**src/rtl/core/rep_pkg.sv**
```systemverilog
// shared types and constants of the repeat event suppressor
`default_nettype none

package rep_pkg;

    localparam logic [31:0] FNV_OFFSET = 32'h811C_9DC5;
    localparam logic [31:0] FNV_PRIME  = 32'h0100_0193;

    localparam logic KIND_SUMMARY = 1'b0;
    localparam logic KIND_VERDICT = 1'b1;

    typedef struct packed {
        logic        kind;
        logic        suppressed;
        logic [15:0] report_owner;
        logic [15:0] report_tag;
        logic [31:0] repeat_count;
        logic [31:0] event_sig;
        logic        last_result;
    } rep_result_t;

    typedef struct packed {
        logic take;
        logic fold_tag;
        logic fold_owner;
        logic idx_clear;
        logic idx_step;
        logic use_target;
        logic expire_free;
        logic look_step;
        logic fill;
        logic emit_summary;
        logic emit_verdict;
        logic flush;
        logic chain_done;
    } rep_cmd_t;

    typedef struct packed {
        logic in_valid;
        logic in_tick;
        logic is_tick;
        logic is_last;
        logic window_zero;
        logic idx_last;
        logic expire_hit;
        logic expire_report;
        logic look_match;
        logic target_report;
        logic emit_ok;
    } rep_status_t;

endpackage

`default_nettype wire

```
**src/rtl/core/rep_in_if.sv**
```systemverilog
// node channel interface
`default_nettype none

interface rep_in_if;
    logic        valid;
    logic        ready;
    logic        req_type;
    logic [15:0] node_tag;
    logic [15:0] node_owner;
    logic        last_node;
    logic [31:0] now;

    modport source (
        output valid, req_type, node_tag, node_owner, last_node, now,
        input  ready
    );
    modport sink (
        input  valid, req_type, node_tag, node_owner, last_node, now,
        output ready
    );
endinterface

`default_nettype wire

```
**src/rtl/core/rep_out_if.sv**
```systemverilog
// report channel interface
`default_nettype none

interface rep_out_if;
    logic        valid;
    logic        ready;
    logic        kind;
    logic        suppressed;
    logic [15:0] report_owner;
    logic [15:0] report_tag;
    logic [31:0] repeat_count;
    logic [31:0] event_sig;
    logic        last_result;

    modport source (
        output valid, kind, suppressed, report_owner, report_tag, repeat_count,
               event_sig, last_result,
        input  ready
    );
    modport sink (
        input  valid, kind, suppressed, report_owner, report_tag, repeat_count,
               event_sig, last_result,
        output ready
    );
endinterface

`default_nettype wire

```
**src/rtl/core/rep_datapath.sv**
```systemverilog
// datapath: signature fold, slot table, result staging and output register
`default_nettype none

module rep_datapath #(
    parameter int SLOT_COUNT = 8
) (
    input  wire                  clk,
    input  wire                  rst_n,
    rep_in_if.sink               node_ch,
    rep_out_if.source            report_ch,
    input  wire                  cfg_we,
    input  wire  [31:0]          cfg_wdata,
    input  wire rep_pkg::rep_cmd_t cmd,
    output rep_pkg::rep_status_t status
);

    localparam int IDX_W = (SLOT_COUNT > 1) ? $clog2(SLOT_COUNT) : 1;
    localparam logic [IDX_W-1:0] IDX_MAX = IDX_W'(SLOT_COUNT - 1);

    logic [31:0] window_reg;
    logic        req_reg;
    logic [15:0] tag_reg;
    logic [15:0] owner_reg;
    logic        last_reg;
    logic [31:0] now_reg;
    logic [31:0] hash_reg;
    logic [15:0] first_tag_reg;
    logic [15:0] first_owner_reg;
    logic        mid_chain_reg;
    logic [IDX_W-1:0] idx_reg;
    logic [IDX_W-1:0] tgt_reg;
    logic        tgt_used_reg;
    logic [31:0] tgt_since_reg;
    logic        supp_reg;
    logic [31:0] cnt_reg;

    logic [31:0] slot_sig_reg     [SLOT_COUNT];
    logic [15:0] slot_tag_reg     [SLOT_COUNT];
    logic [15:0] slot_owner_reg   [SLOT_COUNT];
    logic [31:0] slot_since_reg   [SLOT_COUNT];
    logic [31:0] slot_repeats_reg [SLOT_COUNT];

    logic                 pend_valid_reg;
    rep_pkg::rep_result_t pend_reg;
    logic                 out_valid_reg;
    rep_pkg::rep_result_t out_reg;

    logic        accept;
    logic [31:0] fold_in;
    logic [31:0] prod;
    logic [31:0] sig_w;
    logic [IDX_W-1:0] rd_idx;
    logic [31:0] cur_sig;
    logic [31:0] cur_since;
    logic [31:0] cur_rep;
    logic [31:0] rep_inc;
    logic [31:0] age;
    logic        look_match;
    logic        tgt_take;
    logic        emit;
    logic        emit_ok;
    rep_pkg::rep_result_t new_res;
    rep_pkg::rep_result_t out_load;

    assign accept    = node_ch.valid && cmd.take;
    assign node_ch.ready = cmd.take;

    assign fold_in   = cmd.fold_tag ? {16'd0, tag_reg} : {16'd0, owner_reg};
    assign prod      = (hash_reg ^ fold_in) * rep_pkg::FNV_PRIME;
    assign sig_w     = (hash_reg == 32'd0) ? 32'd1 : hash_reg;

    assign rd_idx    = cmd.use_target ? tgt_reg : idx_reg;
    assign cur_sig   = slot_sig_reg[idx_reg];
    assign cur_since = slot_since_reg[idx_reg];
    assign cur_rep   = slot_repeats_reg[idx_reg];
    assign rep_inc   = (cur_rep == 32'hFFFF_FFFF) ? cur_rep : cur_rep + 32'd1;
    assign age       = now_reg - cur_since;
    assign look_match = (cur_sig == sig_w);
    assign tgt_take  = (idx_reg == '0) || (cur_sig == 32'd0)
                     || (tgt_used_reg && (cur_since < tgt_since_reg));

    assign emit      = cmd.emit_summary || cmd.emit_verdict;
    assign emit_ok   = !pend_valid_reg || !out_valid_reg || report_ch.ready;

    always_comb
    begin
        if (cmd.emit_verdict)
        begin
            new_res.kind            = rep_pkg::KIND_VERDICT;
            new_res.suppressed      = supp_reg;
            new_res.report_owner    = first_owner_reg;
            new_res.report_tag      = first_tag_reg;
            new_res.repeat_count    = cnt_reg;
            new_res.event_sig       = sig_w;
        end
        else
        begin
            new_res.kind            = rep_pkg::KIND_SUMMARY;
            new_res.suppressed      = 1'b0;
            new_res.report_owner    = slot_owner_reg[rd_idx];
            new_res.report_tag      = slot_tag_reg[rd_idx];
            new_res.repeat_count    = slot_repeats_reg[rd_idx];
            new_res.event_sig       = slot_sig_reg[rd_idx];
        end
        new_res.last_result = 1'b0;
    end

    always_comb
    begin
        out_load             = pend_reg;
        out_load.last_result = cmd.flush;
    end

    always_comb
    begin
        status.in_valid      = node_ch.valid;
        status.in_tick       = node_ch.req_type;
        status.is_tick       = req_reg;
        status.is_last       = last_reg;
        status.window_zero   = (window_reg == 32'd0);
        status.idx_last      = (idx_reg == IDX_MAX);
        status.expire_hit    = (cur_sig != 32'd0) && (age >= window_reg);
        status.expire_report = (cur_rep != 32'd0);
        status.look_match    = look_match;
        status.target_report = (slot_sig_reg[tgt_reg] != 32'd0)
                             && (slot_repeats_reg[tgt_reg] != 32'd0);
        status.emit_ok       = emit_ok;
    end

    // control-side registers
    always_ff @(posedge clk or negedge rst_n)
    begin
        if (!rst_n)
        begin
            window_reg     <= 32'd0;
            hash_reg       <= rep_pkg::FNV_OFFSET;
            mid_chain_reg  <= 1'b0;
            idx_reg        <= '0;
            pend_valid_reg <= 1'b0;
            out_valid_reg  <= 1'b0;
        end
        else
        begin
            if (cfg_we)
                window_reg <= cfg_wdata;

            if (accept && !node_ch.req_type)
                mid_chain_reg <= 1'b1;
            else if (cmd.chain_done)
                mid_chain_reg <= 1'b0;

            if (cmd.fold_tag || cmd.fold_owner)
                hash_reg <= prod;
            else if (cmd.chain_done)
                hash_reg <= rep_pkg::FNV_OFFSET;

            if (cmd.idx_clear)
                idx_reg <= '0;
            else if (cmd.idx_step)
                idx_reg <= idx_reg + IDX_W'(1);

            if (emit)
                pend_valid_reg <= 1'b1;
            else if (cmd.flush)
                pend_valid_reg <= 1'b0;

            if ((emit || cmd.flush) && pend_valid_reg)
                out_valid_reg <= 1'b1;
            else if (report_ch.ready)
                out_valid_reg <= 1'b0;
        end
    end

    // payload registers
    always_ff @(posedge clk)
    begin
        if (accept)
        begin
            req_reg   <= node_ch.req_type;
            tag_reg   <= node_ch.node_tag;
            owner_reg <= node_ch.node_owner;
            last_reg  <= node_ch.last_node;
            now_reg   <= node_ch.now;
            supp_reg  <= 1'b0;
            cnt_reg   <= 32'd0;
            if (!node_ch.req_type && !mid_chain_reg)
            begin
                first_tag_reg   <= node_ch.node_tag;
                first_owner_reg <= node_ch.node_owner;
            end
        end
        if (cmd.look_step)
        begin
            if (look_match)
            begin
                supp_reg <= 1'b1;
                cnt_reg  <= rep_inc;
            end
            else if (tgt_take)
            begin
                tgt_reg       <= idx_reg;
                tgt_used_reg  <= (cur_sig != 32'd0);
                tgt_since_reg <= cur_since;
            end
        end
        if (emit)
            pend_reg <= new_res;
        if ((emit || cmd.flush) && pend_valid_reg)
            out_reg <= out_load;
    end

    // slot table, signature and count
    always_ff @(posedge clk or negedge rst_n)
    begin
        if (!rst_n)
        begin
            for (int i = 0; i < SLOT_COUNT; i++)
            begin
                slot_sig_reg[i]     <= 32'd0;
                slot_repeats_reg[i] <= 32'd0;
            end
        end
        else
        begin
            if (cmd.expire_free)
            begin
                slot_sig_reg[idx_reg]     <= 32'd0;
                slot_repeats_reg[idx_reg] <= 32'd0;
            end
            if (cmd.look_step && look_match)
                slot_repeats_reg[idx_reg] <= rep_inc;
            if (cmd.fill)
            begin
                slot_sig_reg[tgt_reg]     <= sig_w;
                slot_repeats_reg[tgt_reg] <= 32'd0;
            end
        end
    end

    // slot table, stored fields
    always_ff @(posedge clk)
    begin
        if (cmd.fill)
        begin
            slot_tag_reg[tgt_reg]   <= first_tag_reg;
            slot_owner_reg[tgt_reg] <= first_owner_reg;
            slot_since_reg[tgt_reg] <= now_reg;
        end
    end

    assign report_ch.valid           = out_valid_reg;
    assign report_ch.kind            = out_reg.kind;
    assign report_ch.suppressed      = out_reg.suppressed;
    assign report_ch.report_owner    = out_reg.report_owner;
    assign report_ch.report_tag      = out_reg.report_tag;
    assign report_ch.repeat_count    = out_reg.repeat_count;
    assign report_ch.event_sig       = out_reg.event_sig;
    assign report_ch.last_result     = out_reg.last_result;

endmodule

`default_nettype wire

```
**src/rtl/core/rep_ctrl.sv**
```systemverilog
// controller state machine: fold, expiry scan, lookup scan, evict, verdict, flush
`default_nettype none

module rep_ctrl (
    input  wire                  clk,
    input  wire                  rst_n,
    input  wire rep_pkg::rep_status_t status,
    output rep_pkg::rep_cmd_t    cmd
);

    typedef enum logic [7:0] {
        ST_IDLE       = 8'b0000_0001,
        ST_HASH_TAG   = 8'b0000_0010,
        ST_HASH_OWNER = 8'b0000_0100,
        ST_EXPIRE     = 8'b0000_1000,
        ST_LOOKUP     = 8'b0001_0000,
        ST_EVICT      = 8'b0010_0000,
        ST_VERDICT    = 8'b0100_0000,
        ST_FLUSH      = 8'b1000_0000
    } state_t;

    state_t state_reg;
    state_t state_next;

    always_ff @(posedge clk or negedge rst_n)
    begin
        if (!rst_n)
            state_reg <= ST_IDLE;
        else
            state_reg <= state_next;
    end

    always_comb
    begin
        cmd        = '0;
        state_next = state_reg;
        unique case (state_reg)
            ST_IDLE:
            begin
                cmd.take = 1'b1;
                if (status.in_valid)
                begin
                    cmd.idx_clear = 1'b1;
                    state_next = status.in_tick ? ST_EXPIRE : ST_HASH_TAG;
                end
            end
            ST_HASH_TAG:
            begin
                cmd.fold_tag = 1'b1;
                state_next   = ST_HASH_OWNER;
            end
            ST_HASH_OWNER:
            begin
                cmd.fold_owner = 1'b1;
                state_next     = status.is_last ? ST_EXPIRE : ST_IDLE;
            end
            ST_EXPIRE:
            begin
                if (!(status.expire_hit && status.expire_report && !status.emit_ok))
                begin
                    cmd.expire_free  = status.expire_hit;
                    cmd.emit_summary = status.expire_hit && status.expire_report;
                    if (status.idx_last)
                    begin
                        cmd.idx_clear = 1'b1;
                        if (status.is_tick)
                            state_next = ST_FLUSH;
                        else if (status.window_zero)
                            state_next = ST_VERDICT;
                        else
                            state_next = ST_LOOKUP;
                    end
                    else
                        cmd.idx_step = 1'b1;
                end
            end
            ST_LOOKUP:
            begin
                cmd.look_step = 1'b1;
                if (status.look_match)
                    state_next = ST_VERDICT;
                else if (status.idx_last)
                    state_next = ST_EVICT;
                else
                    cmd.idx_step = 1'b1;
            end
            ST_EVICT:
            begin
                cmd.use_target = 1'b1;
                if (!(status.target_report && !status.emit_ok))
                begin
                    cmd.fill         = 1'b1;
                    cmd.emit_summary = status.target_report;
                    state_next       = ST_VERDICT;
                end
            end
            ST_VERDICT:
            begin
                if (status.emit_ok)
                begin
                    cmd.emit_verdict = 1'b1;
                    state_next       = ST_FLUSH;
                end
            end
            ST_FLUSH:
            begin
                if (status.emit_ok)
                begin
                    cmd.flush      = 1'b1;
                    cmd.chain_done = !status.is_tick;
                    state_next     = ST_IDLE;
                end
            end
            default:
            begin
                state_next = ST_IDLE;
            end
        endcase
    end

endmodule

`default_nettype wire

```
**src/rtl/core/repeat_event_suppressor.sv**
```systemverilog
// Repeat event suppressor top level. One transaction at a time: a node that does
// not end its chain is accepted and then takes two hash multiplies, a tick runs the
// expiry scan and then a flush, and a chain's last node runs the two multiplies, the
// expiry scan, at most the lookup scan and evict, then verdict and flush. Each scan
// checks one slot per cycle, the expiry scan only while no summary is stalled; a
// slow report sink adds stalls. Reports pass through a staging register and an
// output register, and the final report of each transaction has last_result set.
// The slot table is in flip-flops; its signatures and counts are cleared by reset.
`default_nettype none

module repeat_event_suppressor #(
    parameter int SLOT_COUNT = 8
) (
    input  wire        clk,
    input  wire        rst_n,
    rep_in_if.sink     node_ch,
    rep_out_if.source  report_ch,
    input  wire        cfg_we,
    input  wire [31:0] cfg_wdata
);

    rep_pkg::rep_cmd_t    cmd;
    rep_pkg::rep_status_t status;

    rep_ctrl u_ctrl (
        .clk    (clk),
        .rst_n  (rst_n),
        .status (status),
        .cmd    (cmd)
    );

    rep_datapath #(
        .SLOT_COUNT (SLOT_COUNT)
    ) u_datapath (
        .clk       (clk),
        .rst_n     (rst_n),
        .node_ch   (node_ch),
        .report_ch (report_ch),
        .cfg_we    (cfg_we),
        .cfg_wdata (cfg_wdata),
        .cmd       (cmd),
        .status    (status)
    );

endmodule

`default_nettype wire

```
**src/flat_wrapper.sv**
```systemverilog
// flat-port wrapper written by rule: the top's interface ports become plain ports
module repeat_event_suppressor_flat 
#(
    parameter int SLOT_COUNT = 8
)
  (clk, rst_n, cfg_we, cfg_wdata, node_ch_valid, node_ch_req_type, node_ch_node_tag, node_ch_node_owner, node_ch_last_node, node_ch_now, node_ch_ready, report_ch_valid, report_ch_kind, report_ch_suppressed, report_ch_report_owner, report_ch_report_tag, report_ch_repeat_count, report_ch_event_sig, report_ch_last_result, report_ch_ready);
  rep_in_if node_ch_i ();
  rep_out_if report_ch_i ();
  input  wire clk;
  input  wire rst_n;
  input  wire cfg_we;
  input  wire [31:0] cfg_wdata;
  input wire logic [$bits(node_ch_i.valid)-1:0] node_ch_valid;
  input wire logic [$bits(node_ch_i.req_type)-1:0] node_ch_req_type;
  input wire logic [$bits(node_ch_i.node_tag)-1:0] node_ch_node_tag;
  input wire logic [$bits(node_ch_i.node_owner)-1:0] node_ch_node_owner;
  input wire logic [$bits(node_ch_i.last_node)-1:0] node_ch_last_node;
  input wire logic [$bits(node_ch_i.now)-1:0] node_ch_now;
  output wire logic [$bits(node_ch_i.ready)-1:0] node_ch_ready;
  output wire logic [$bits(report_ch_i.valid)-1:0] report_ch_valid;
  output wire logic [$bits(report_ch_i.kind)-1:0] report_ch_kind;
  output wire logic [$bits(report_ch_i.suppressed)-1:0] report_ch_suppressed;
  output wire logic [$bits(report_ch_i.report_owner)-1:0] report_ch_report_owner;
  output wire logic [$bits(report_ch_i.report_tag)-1:0] report_ch_report_tag;
  output wire logic [$bits(report_ch_i.repeat_count)-1:0] report_ch_repeat_count;
  output wire logic [$bits(report_ch_i.event_sig)-1:0] report_ch_event_sig;
  output wire logic [$bits(report_ch_i.last_result)-1:0] report_ch_last_result;
  input wire logic [$bits(report_ch_i.ready)-1:0] report_ch_ready;
  assign node_ch_i.valid = node_ch_valid;
  assign node_ch_i.req_type = node_ch_req_type;
  assign node_ch_i.node_tag = node_ch_node_tag;
  assign node_ch_i.node_owner = node_ch_node_owner;
  assign node_ch_i.last_node = node_ch_last_node;
  assign node_ch_i.now = node_ch_now;
  assign node_ch_ready = node_ch_i.ready;
  assign report_ch_valid = report_ch_i.valid;
  assign report_ch_kind = report_ch_i.kind;
  assign report_ch_suppressed = report_ch_i.suppressed;
  assign report_ch_report_owner = report_ch_i.report_owner;
  assign report_ch_report_tag = report_ch_i.report_tag;
  assign report_ch_repeat_count = report_ch_i.repeat_count;
  assign report_ch_event_sig = report_ch_i.event_sig;
  assign report_ch_last_result = report_ch_i.last_result;
  assign report_ch_i.ready = report_ch_ready;
  repeat_event_suppressor #(.SLOT_COUNT(SLOT_COUNT)) u_core (.clk(clk), .rst_n(rst_n), .node_ch(node_ch_i), .report_ch(report_ch_i), .cfg_we(cfg_we), .cfg_wdata(cfg_wdata));
endmodule
```
**config.mk**
```make
export PLATFORM = sky130hd
export DESIGN_NAME = repeat_event_suppressor_flat
export DESIGN_NICKNAME = d
export VERILOG_FILES = /design/src/rtl/core/rep_pkg.sv /design/src/rtl/core/rep_in_if.sv /design/src/rtl/core/rep_out_if.sv /design/src/rtl/core/rep_datapath.sv /design/src/rtl/core/rep_ctrl.sv /design/src/rtl/core/repeat_event_suppressor.sv /design/src/flat_wrapper.sv
export SDC_FILE = /design/constraint.sdc
export NUM_CORES = 2
export LEC_CHECK = 0
export BUFFER_PORTS_ARGS = -buffer_cell sky130_fd_sc_hd__buf_2
export CAP_MARGIN = 10
export CORE_MARGIN = 2
export CORE_UTILIZATION = 35
export CTS_BUF_LIST = sky130_fd_sc_hd__clkbuf_16
export CTS_CLUSTER_DIAMETER = 40
export CTS_CLUSTER_SIZE = 8
export DETAILED_ROUTE_END_ITERATION = 12
export PLACE_DENSITY = 0.54
export SYNTH_ARGS = -nofsm -noshare
export SYNTH_HDL_FRONTEND = slang
export SYNTH_SLANG_ARGS = --single-unit
```
**constraint.sdc**
```tcl
create_clock -name clk -period 20.7 [get_ports clk]
set_input_delay 3.105 -clock clk [delete_from_list [all_inputs] [get_ports clk]]
set_output_delay 3.105 -clock clk [all_outputs]
set_load 0.005 [all_outputs]
```
-- Word-level counts from Yosys, hierarchy flattened
Memories as Yosys holds them, arrays and structs flattened.
Index checks and enable logic that the tools add are counted.
- bitwise logic cells: 10
- $mul: 1
- reductions and logical operators: 42
- eq/ne operators: 18
- $add $sub $neg: 3
- muxes and demuxes: 87
- $lt $le $gt $ge: 7
- operator list (operator ; count):
    256-bit 2-to-1 mux ; 5
    256-bit bitwise AND ; 3
    32-bit 2-to-1 mux ; 21
    32-bit binary-select mux with 3-bit select ; 6
    256-bit bitwise mux ; 2
    256-bit NOT ; 2
    32-bit demux with 3-bit select ; 2
    32-bit nonzero test ; 4
    98-bit 2-to-1 mux ; 1
    32-bit zero test ; 3
    8-bit 2-to-1 mux ; 9
    8-bit one-hot mux with 8 select lines ; 1
    32-bit by 1-bit adder with 32-bit output, second input constant ; 1
    32-bit == test ; 1
    32-bit == test, second input constant ; 1
    32-bit >= comparator ; 1
    32-bit less-than comparator ; 1
    32-bit by 25-bit multiplier with 32-bit output, second input constant ; 1
    32-bit subtractor ; 1
    32-bit by 16-bit XOR with 32-bit output ; 1
    1-bit 2-to-1 mux ; 26
    16-bit 2-to-1 mux ; 1
    1-bit logical AND ; 13
    4-bit >= comparator, second input constant ; 3
    other kinds (28) ; 58
- bits in registers: 954
- output and inout bits: 101
- bits in writable memories: 512
- memories kept: 3
- word-level logic and storage cells: 219
- input bits: 103
- memory list (name ; words ; bits a word ; rd ports ; clocked after Yosys merged registers in ; write ports ; RTL line ; source):
    u_core.u_datapath.slot_since_reg ; 8 ; 32 ; 1 ; 0 ; 1 ; rep_datapath.sv:40 ; logic [31:0] slot_since_reg [SLOT_COUNT];
    u_core.u_datapath.slot_owner_reg ; 8 ; 16 ; 1 ; 0 ; 1 ; rep_datapath.sv:39 ; logic [15:0] slot_owner_reg [SLOT_COUNT];
    u_core.u_datapath.slot_tag_reg ; 8 ; 16 ; 1 ; 0 ; 1 ; rep_datapath.sv:38 ; logic [15:0] slot_tag_reg [SLOT_COUNT];

-- Longest topological paths before layout
- depth after elaboration: 15
- mapped depth: 36
- depth with buffers taken out: 28

-- Modules after synthesis
A second synthesis with hierarchy kept.
- cells, all modules: 5352
- area total of the unflattened synthesis: 72510.8 sq um
- modules (own cells, without submodules) (module ; cells each ; times used ; area each (sq um) ; sequential area each (sq um)):
    rep_datapath ; 5280 ; 1 ; 71882.7 ; 40556.4
    rep_ctrl ; 72 ; 1 ; 628.1 ; 201.4

-- Worst setup path before layout
OpenSTA, ideal clock, no wires.
- path type: register -> register
- start: register u_core.u_datapath.idx_reg[1]
- end: register u_core.u_datapath.out_reg (netlist bit u_core.u_datapath.report_ch.event_sig[0]), enable pin
- buffers on the path: 9
- data arrival time: 14.169 ns
- period minus slack after synthesis: 14.635 ns
- required time: 20.234 ns
- setup time: 0.466 ns
- setup slack: 6.065 ns
- cell stages (with the launch flop): 33
- cell sequence: dfrtp_1 buf_2 buf_6 buf_6 buf_6 buf_4 buf_4 buf_4 clkbuf_1 nor2_1 clkbuf_1 a22oi_1 and4_1 fa_1 a21o_1 a221oi_1 a22oi_1 a21boi_0 nor3_1 or3b_2 a21o_1 a211oi_1 a21oi_1 ha_1 nand4_1 nor2_1 nand2_1 a211oi_1 nor3_1 o31a_1 or4_1 a21oi_1 o21a_1
- cells in the longest elaborated chain, start to end: 13
- elaborated cells between the ends (all ways): 20
- classes of those cells: add/sub (1); order compare (1); mux (8); bitwise (1); reduce/logical (8); memory (1)
- ends and longest elaborated chain (element ; RTL line ; source):
    start, declared ; rep_datapath.sv:30 ; logic [IDX_W-1:0] idx_reg;
    start signal, assigned ; rep_datapath.sv:160 ; idx_reg <= idx_reg + IDX_W'(1);
    parallel branches: the longest is 6 deep, another holds memory read 8 x 32 bit ; - ;
    1-bit logical AND * ; rep_ctrl.sv:59, rep_ctrl.sv:62 ;
    1-bit logical AND ; rep_ctrl.sv:59 ; if (!(status.expire_hit && status.expire_report && !status.emit_ok))
    1-bit 2-to-1 mux * ; rep_ctrl.sv:59 ;
    1-bit one-hot mux with 2 select lines * ; rep_ctrl.sv:37 ; unique case (state_reg)
    1-bit logical OR * ; rep_datapath.sv:82 ; assign emit = cmd.emit_summary || cmd.emit_verdict;
    net u_core.u_datapath.emit ; rep_datapath.sv:60 ; logic emit;
    1-bit logical OR * ; rep_datapath.sv:208 ; if ((emit || cmd.flush) && pend_valid_reg)
    1-bit logical AND * ; rep_datapath.sv:208 ;
    end signal, assigned ; rep_datapath.sv:209 ; out_reg <= out_load;
    end, declared ; rep_datapath.sv:46 ; rep_pkg::rep_result_t out_reg;
Mark *: on every way through the listed nets, which the timed path passes. The select of a mux whose other input is x is not followed.
A chain may end at the register's enable or synchronous reset.

-- Final worst setup path
- start: register u_core.u_datapath.idx_reg[0]
- end: register u_core.u_datapath.out_reg (netlist bit u_core.u_datapath.report_ch.repeat_count[4]), enable pin
- elaborated cells between the ends (all ways): 20
- classes of those cells: add/sub (1); order compare (1); mux (8); bitwise (1); reduce/logical (8); memory (1)
- RTL lines (element ; RTL line ; source):
    memory read 8 x 32 bit * ; - ;
    net u_core.u_datapath.cur_since[0] ; rep_datapath.sv:54 ; logic [31:0] cur_since;
    32-bit subtractor * ; rep_datapath.sv:77 ; assign age = now_reg - cur_since;
    32-bit >= comparator * ; rep_datapath.sv:122 ; status.expire_hit = (cur_sig != 32'd0) && (age >= window_reg);
    1-bit logical AND * ; rep_datapath.sv:122 ;
    1-bit logical AND * ; rep_ctrl.sv:59, rep_ctrl.sv:62 ;
    1-bit logical AND ; rep_ctrl.sv:59 ;
    1-bit 2-to-1 mux * ; rep_ctrl.sv:59 ;
    1-bit one-hot mux with 2 select lines * ; rep_ctrl.sv:37 ;
    1-bit logical OR * ; rep_datapath.sv:82 ;
    net u_core.u_datapath.emit ; rep_datapath.sv:60 ;
    1-bit logical OR * ; rep_datapath.sv:208 ;
    1-bit logical AND * ; rep_datapath.sv:208 ;
The timed path passes the listed nets; every way through them passes the cells marked *. The select of a mux whose other input is x is not followed.

==> summary.md <==
| Metric | Value |
|---|---|
| Synth Register Bits | `1,466` |
| Final worst-path cycle share | `52.5%` |
| Clock latency on the worst-skew pair | `around 0.94 ns` |
| Residual DRC | `0` |
| Max cap viols | `0` |
| CP startpoint | `u_core.u_datapath.idx_reg[0]$_DFFE_PN0P_` |
| Vias/cell | `5.94` |
| Pin count of the biggest net entering global routing | `172` |
| Die footprint | `roughly 210,000 um2` |
| Max stage delay on crit path | `1.09 ns` |
| Clock root buffer master | `clkbuf_16` |
| WS Path Type | `reg2reg` |
| Routed Antenna Nets | `0` |
| Hold_sp | `u_core.u_datapath.out_load[51]$_DFFE_PP_` |
| DRT iter0 DRCs | `5,951` |
| # port buffers | `203` |
| Async S/R FF share, synth | `40.2%` |
| Initial Util | `35.2%` |
| Final critical-path required period | `10.86 ns` |
| CTS tree | `done` |
| Crit Path Max Fanout | `86` |
| Cell mode on critical path | `buf_4` |
| Core ar. | `205,000 um2` |
| Cts hold-fix bufs | `0` |
| Status | `finished clean` |
| Rows | `166` |
| Area Growth Syn to Fin | `17.9%` |
| NumNets Final | `a little over 6,000` |
| Vias | `50,581` |
| Post-CTS Setup Inserts | `0` |
| Synthesized cell area | `72,100 um2` |
| Total GRT Usage | `23.6%` |
| Post-synth cell types | `93` |
| Slew @ Worst Pin | `1.30 ns` |
| Area of the multi-input gates | `29,000 um2` |
| First-pass GRT wire length | `between 300,000 and 400,000 um` |
| CTS resizes | `0` |
| Chip height | `about 460 um` |
| EDFF count, synth | `843` |
| Syn_nets | `5,813` |
| Reg-to-reg startpoint | `u_core.u_datapath.idx_reg[0]$_DFFE_PN0P_` |
| Initial antenna violation count | `17` |
| Die width | `458 um` |
| Final hold viol count | `0` |
| Max Root-Sink Buffers | `4` |
| DRT Pass-1 Iters | `6` |
| Fraction of layout cells with a size suffix above 1 | `19.1%` |
| Critical-path top delay cell | `nor3_2` |
| Rel. slew slack | `13.1%` |
| Average cell area after synthesis | `13.5 um2` |
| CTS Buf Count | `282` |
| Clk pin slew, worst setup/hold paths | `about 0.050 ns` |
| Worst Path Arrival | `~11 ns` |
| Fillcell total | `roughly 19,000` |
| Final setup vio count | `0` |
| Pins Over Slew Limit | `0` |
| Sequential element share of the synthesized area | `56.5%` |
| Io pins | `204` |
| RSZ-0062 raised after global routing | `no` |
| Final HPWL DP | `163,000 um` |
| Critical Path Sink Type | `flip-flop` |
| Hold WC Path Type | `reg2reg` |
| Most used DFF post-synth | `edfxtp_1` |
| Placer Congestion | `0.950` |
| Synth Instances | `5,345` |
| Vias in the first global route | `50,826` |
| Final Routed Wirelength | `252,000 um` |
| Routed length per instance | `29.6 um` |
| Worst Path Required | `about 21 ns` |
| Overflow after GRT | `0` |
| Skew final | `0.0865 ns` |
| Worst setup SP type | `flip-flop` |
| Register Area | `between 40,000 and 50,000 um2` |
| Setup TNS | `0 ns` |
| Synth warnings | `0` |
| H-tree levels | `5` |
| Fmax | `about 92 MHz` |
| # clock sinks | `roughly 1,500` |
[final cells by class]
type | count | share of cell area, %
inverters | 353 | 1.57
clock inverters | 165 | 1.51
diodes | 3 | 0.00882
well taps | 2688 | 3.95
repair buffers | 332 | 2.42
flip-flops and latches | 1466 | 47.9
clock buffers | 291 | 8.56
multi-input cells | 3212 | 34.1
[metrics by stage]
step	util (%)	std cells	cell area [um2]	hold slack (ns)	worst slack (ns)
2_1_floorplan	-	5345	72100	0.400	6.07
5_1_grt	41.5	8508	85100	0.394	9.34
3_3_place_gp	37.4	8051	76500	0.402	9.92
4_1_cts	41.5	8507	85100	0.386	9.79
3_5_place_dp	37.4	8051	76500	0.405	9.80
6_report	41.5	8510	85100	0.391	9.84
[worst max-delay path: cells and delay by family (launching register included)]
family / cells / cell delay [ns]
flip-flops: 1 / 0.64
AND/OR/NAND/NOR: 9 / 2.84
buffers and inverters: 6 / 2.60
adder cells (fa/ha/maj): 3 / 0.90
AO/OA/AOI/OAI: 12 / 3.25
[cell usage after synthesis, types with 33 or more instances]
cell type / n / area [um2]
dfrtp_1: 575 / 14400
nand4_1: 50 / 313
xnor2_1: 93 / 815
inv_1: 352 / 1320
ha_1: 290 / 3630
a221oi_1: 33 / 289
and3_1: 38 / 238
nor4_1: 138 / 863
a22oi_1: 109 / 818
nor3_1: 72 / 360
o21ai_0: 245 / 1230
edfxtp_1: 843 / 25300
mux2i_1: 180 / 1800
o2bb2ai_1: 52 / 455
xor2_1: 41 / 359
buf_1: 34 / 128
mux4_2: 242 / 5450
fa_1: 75 / 1500
buf_2: 52 / 260
a21oi_1: 122 / 611
nor2b_1: 33 / 206
a21o_1: 43 / 323
mux2_2: 46 / 518
nand3_1: 69 / 345
nor2_1: 143 / 537
dfxtp_1: 33 / 661
nand2_1: 273 / 1020
a22o_1: 439 / 3840
clkbuf_1: 194 / 728
[routing by layer]
metal	track usage (%)	share of wire, %	vias up
li1	-	-	21361
met3	5.16	7.9	688
met5	0	0.023	-
met1	30.6	40	25834
met2	37.3	46	2690
met4	11.9	5.5	8
[cell families (layout without fill, tap and decap cells)]
kind of cell,after synthesis,in the layout,synth area share (%)
DFF,1466,1466,56.5
AOI/OAI and AO/OA,1255,1255,12.9
and+or+nand+nor,987,987,7.21
buffers and inverters,667,1141,3.80
muxes,470,470,10.8
adders and majority gates,365,365,7.11
xor gates and xnor gates,135,135,1.66
other,0,3,0
[worst paths after layout]
| check | to | slack (ns) | cells past startpoint |
|---|---|---|---|
| max in group asynchronous | u_core.u_datapath.idx_reg[0]$_DFFE_PN0P_ | 15.89 | 3 |
| min in group asynchronous | u_core.u_datapath.slot_sig_reg[252]$_DFF_PN0_ | 2.26 | 1 |
| worst min register to register | u_core.u_datapath.report_ch.repeat_count[18]$_DFFE_PP_ | 0.39 | 0 |
| worst max register to register | u_core.u_datapath.report_ch.repeat_count[4]$_DFFE_PP_ | 9.84 | 30 |
| worst min-delay path | u_core.u_datapath.report_ch.repeat_count[18]$_DFFE_PP_ | 0.39 | 0 |
| worst max-delay path | u_core.u_datapath.report_ch.repeat_count[4]$_DFFE_PP_ | 9.84 | 30 |
[cells in the final DEF, fill, tap and decap left out, types with 31 or more instances in the layout]
cell and instances:
a221oi_1 33, mux4_2 242, clkbuf_16 291, xor2_1 41, nor4_1 133, and3_1 38, mux2i_1 178, nand3_1 69
nor2_1 139, inv_1 399, nor3_1 64, ha_1 290, o21ai_0 244, a22o_1 439, buf_4 124, nor2b_1 31
mux2_2 46, buf_2 202, nand2_1 271, dfrtp_1 572, dfxtp_1 33, edfxtp_1 843, a22oi_1 107, fa_1 75
xnor2_1 93, a21o_1 43, clkinv_1 40, nand4_1 50, a21oi_1 116, o2bb2ai_1 52
Power is not shown: default switching activity piles up to over one toggle a cycle in this logic, so the estimate is an artifact.
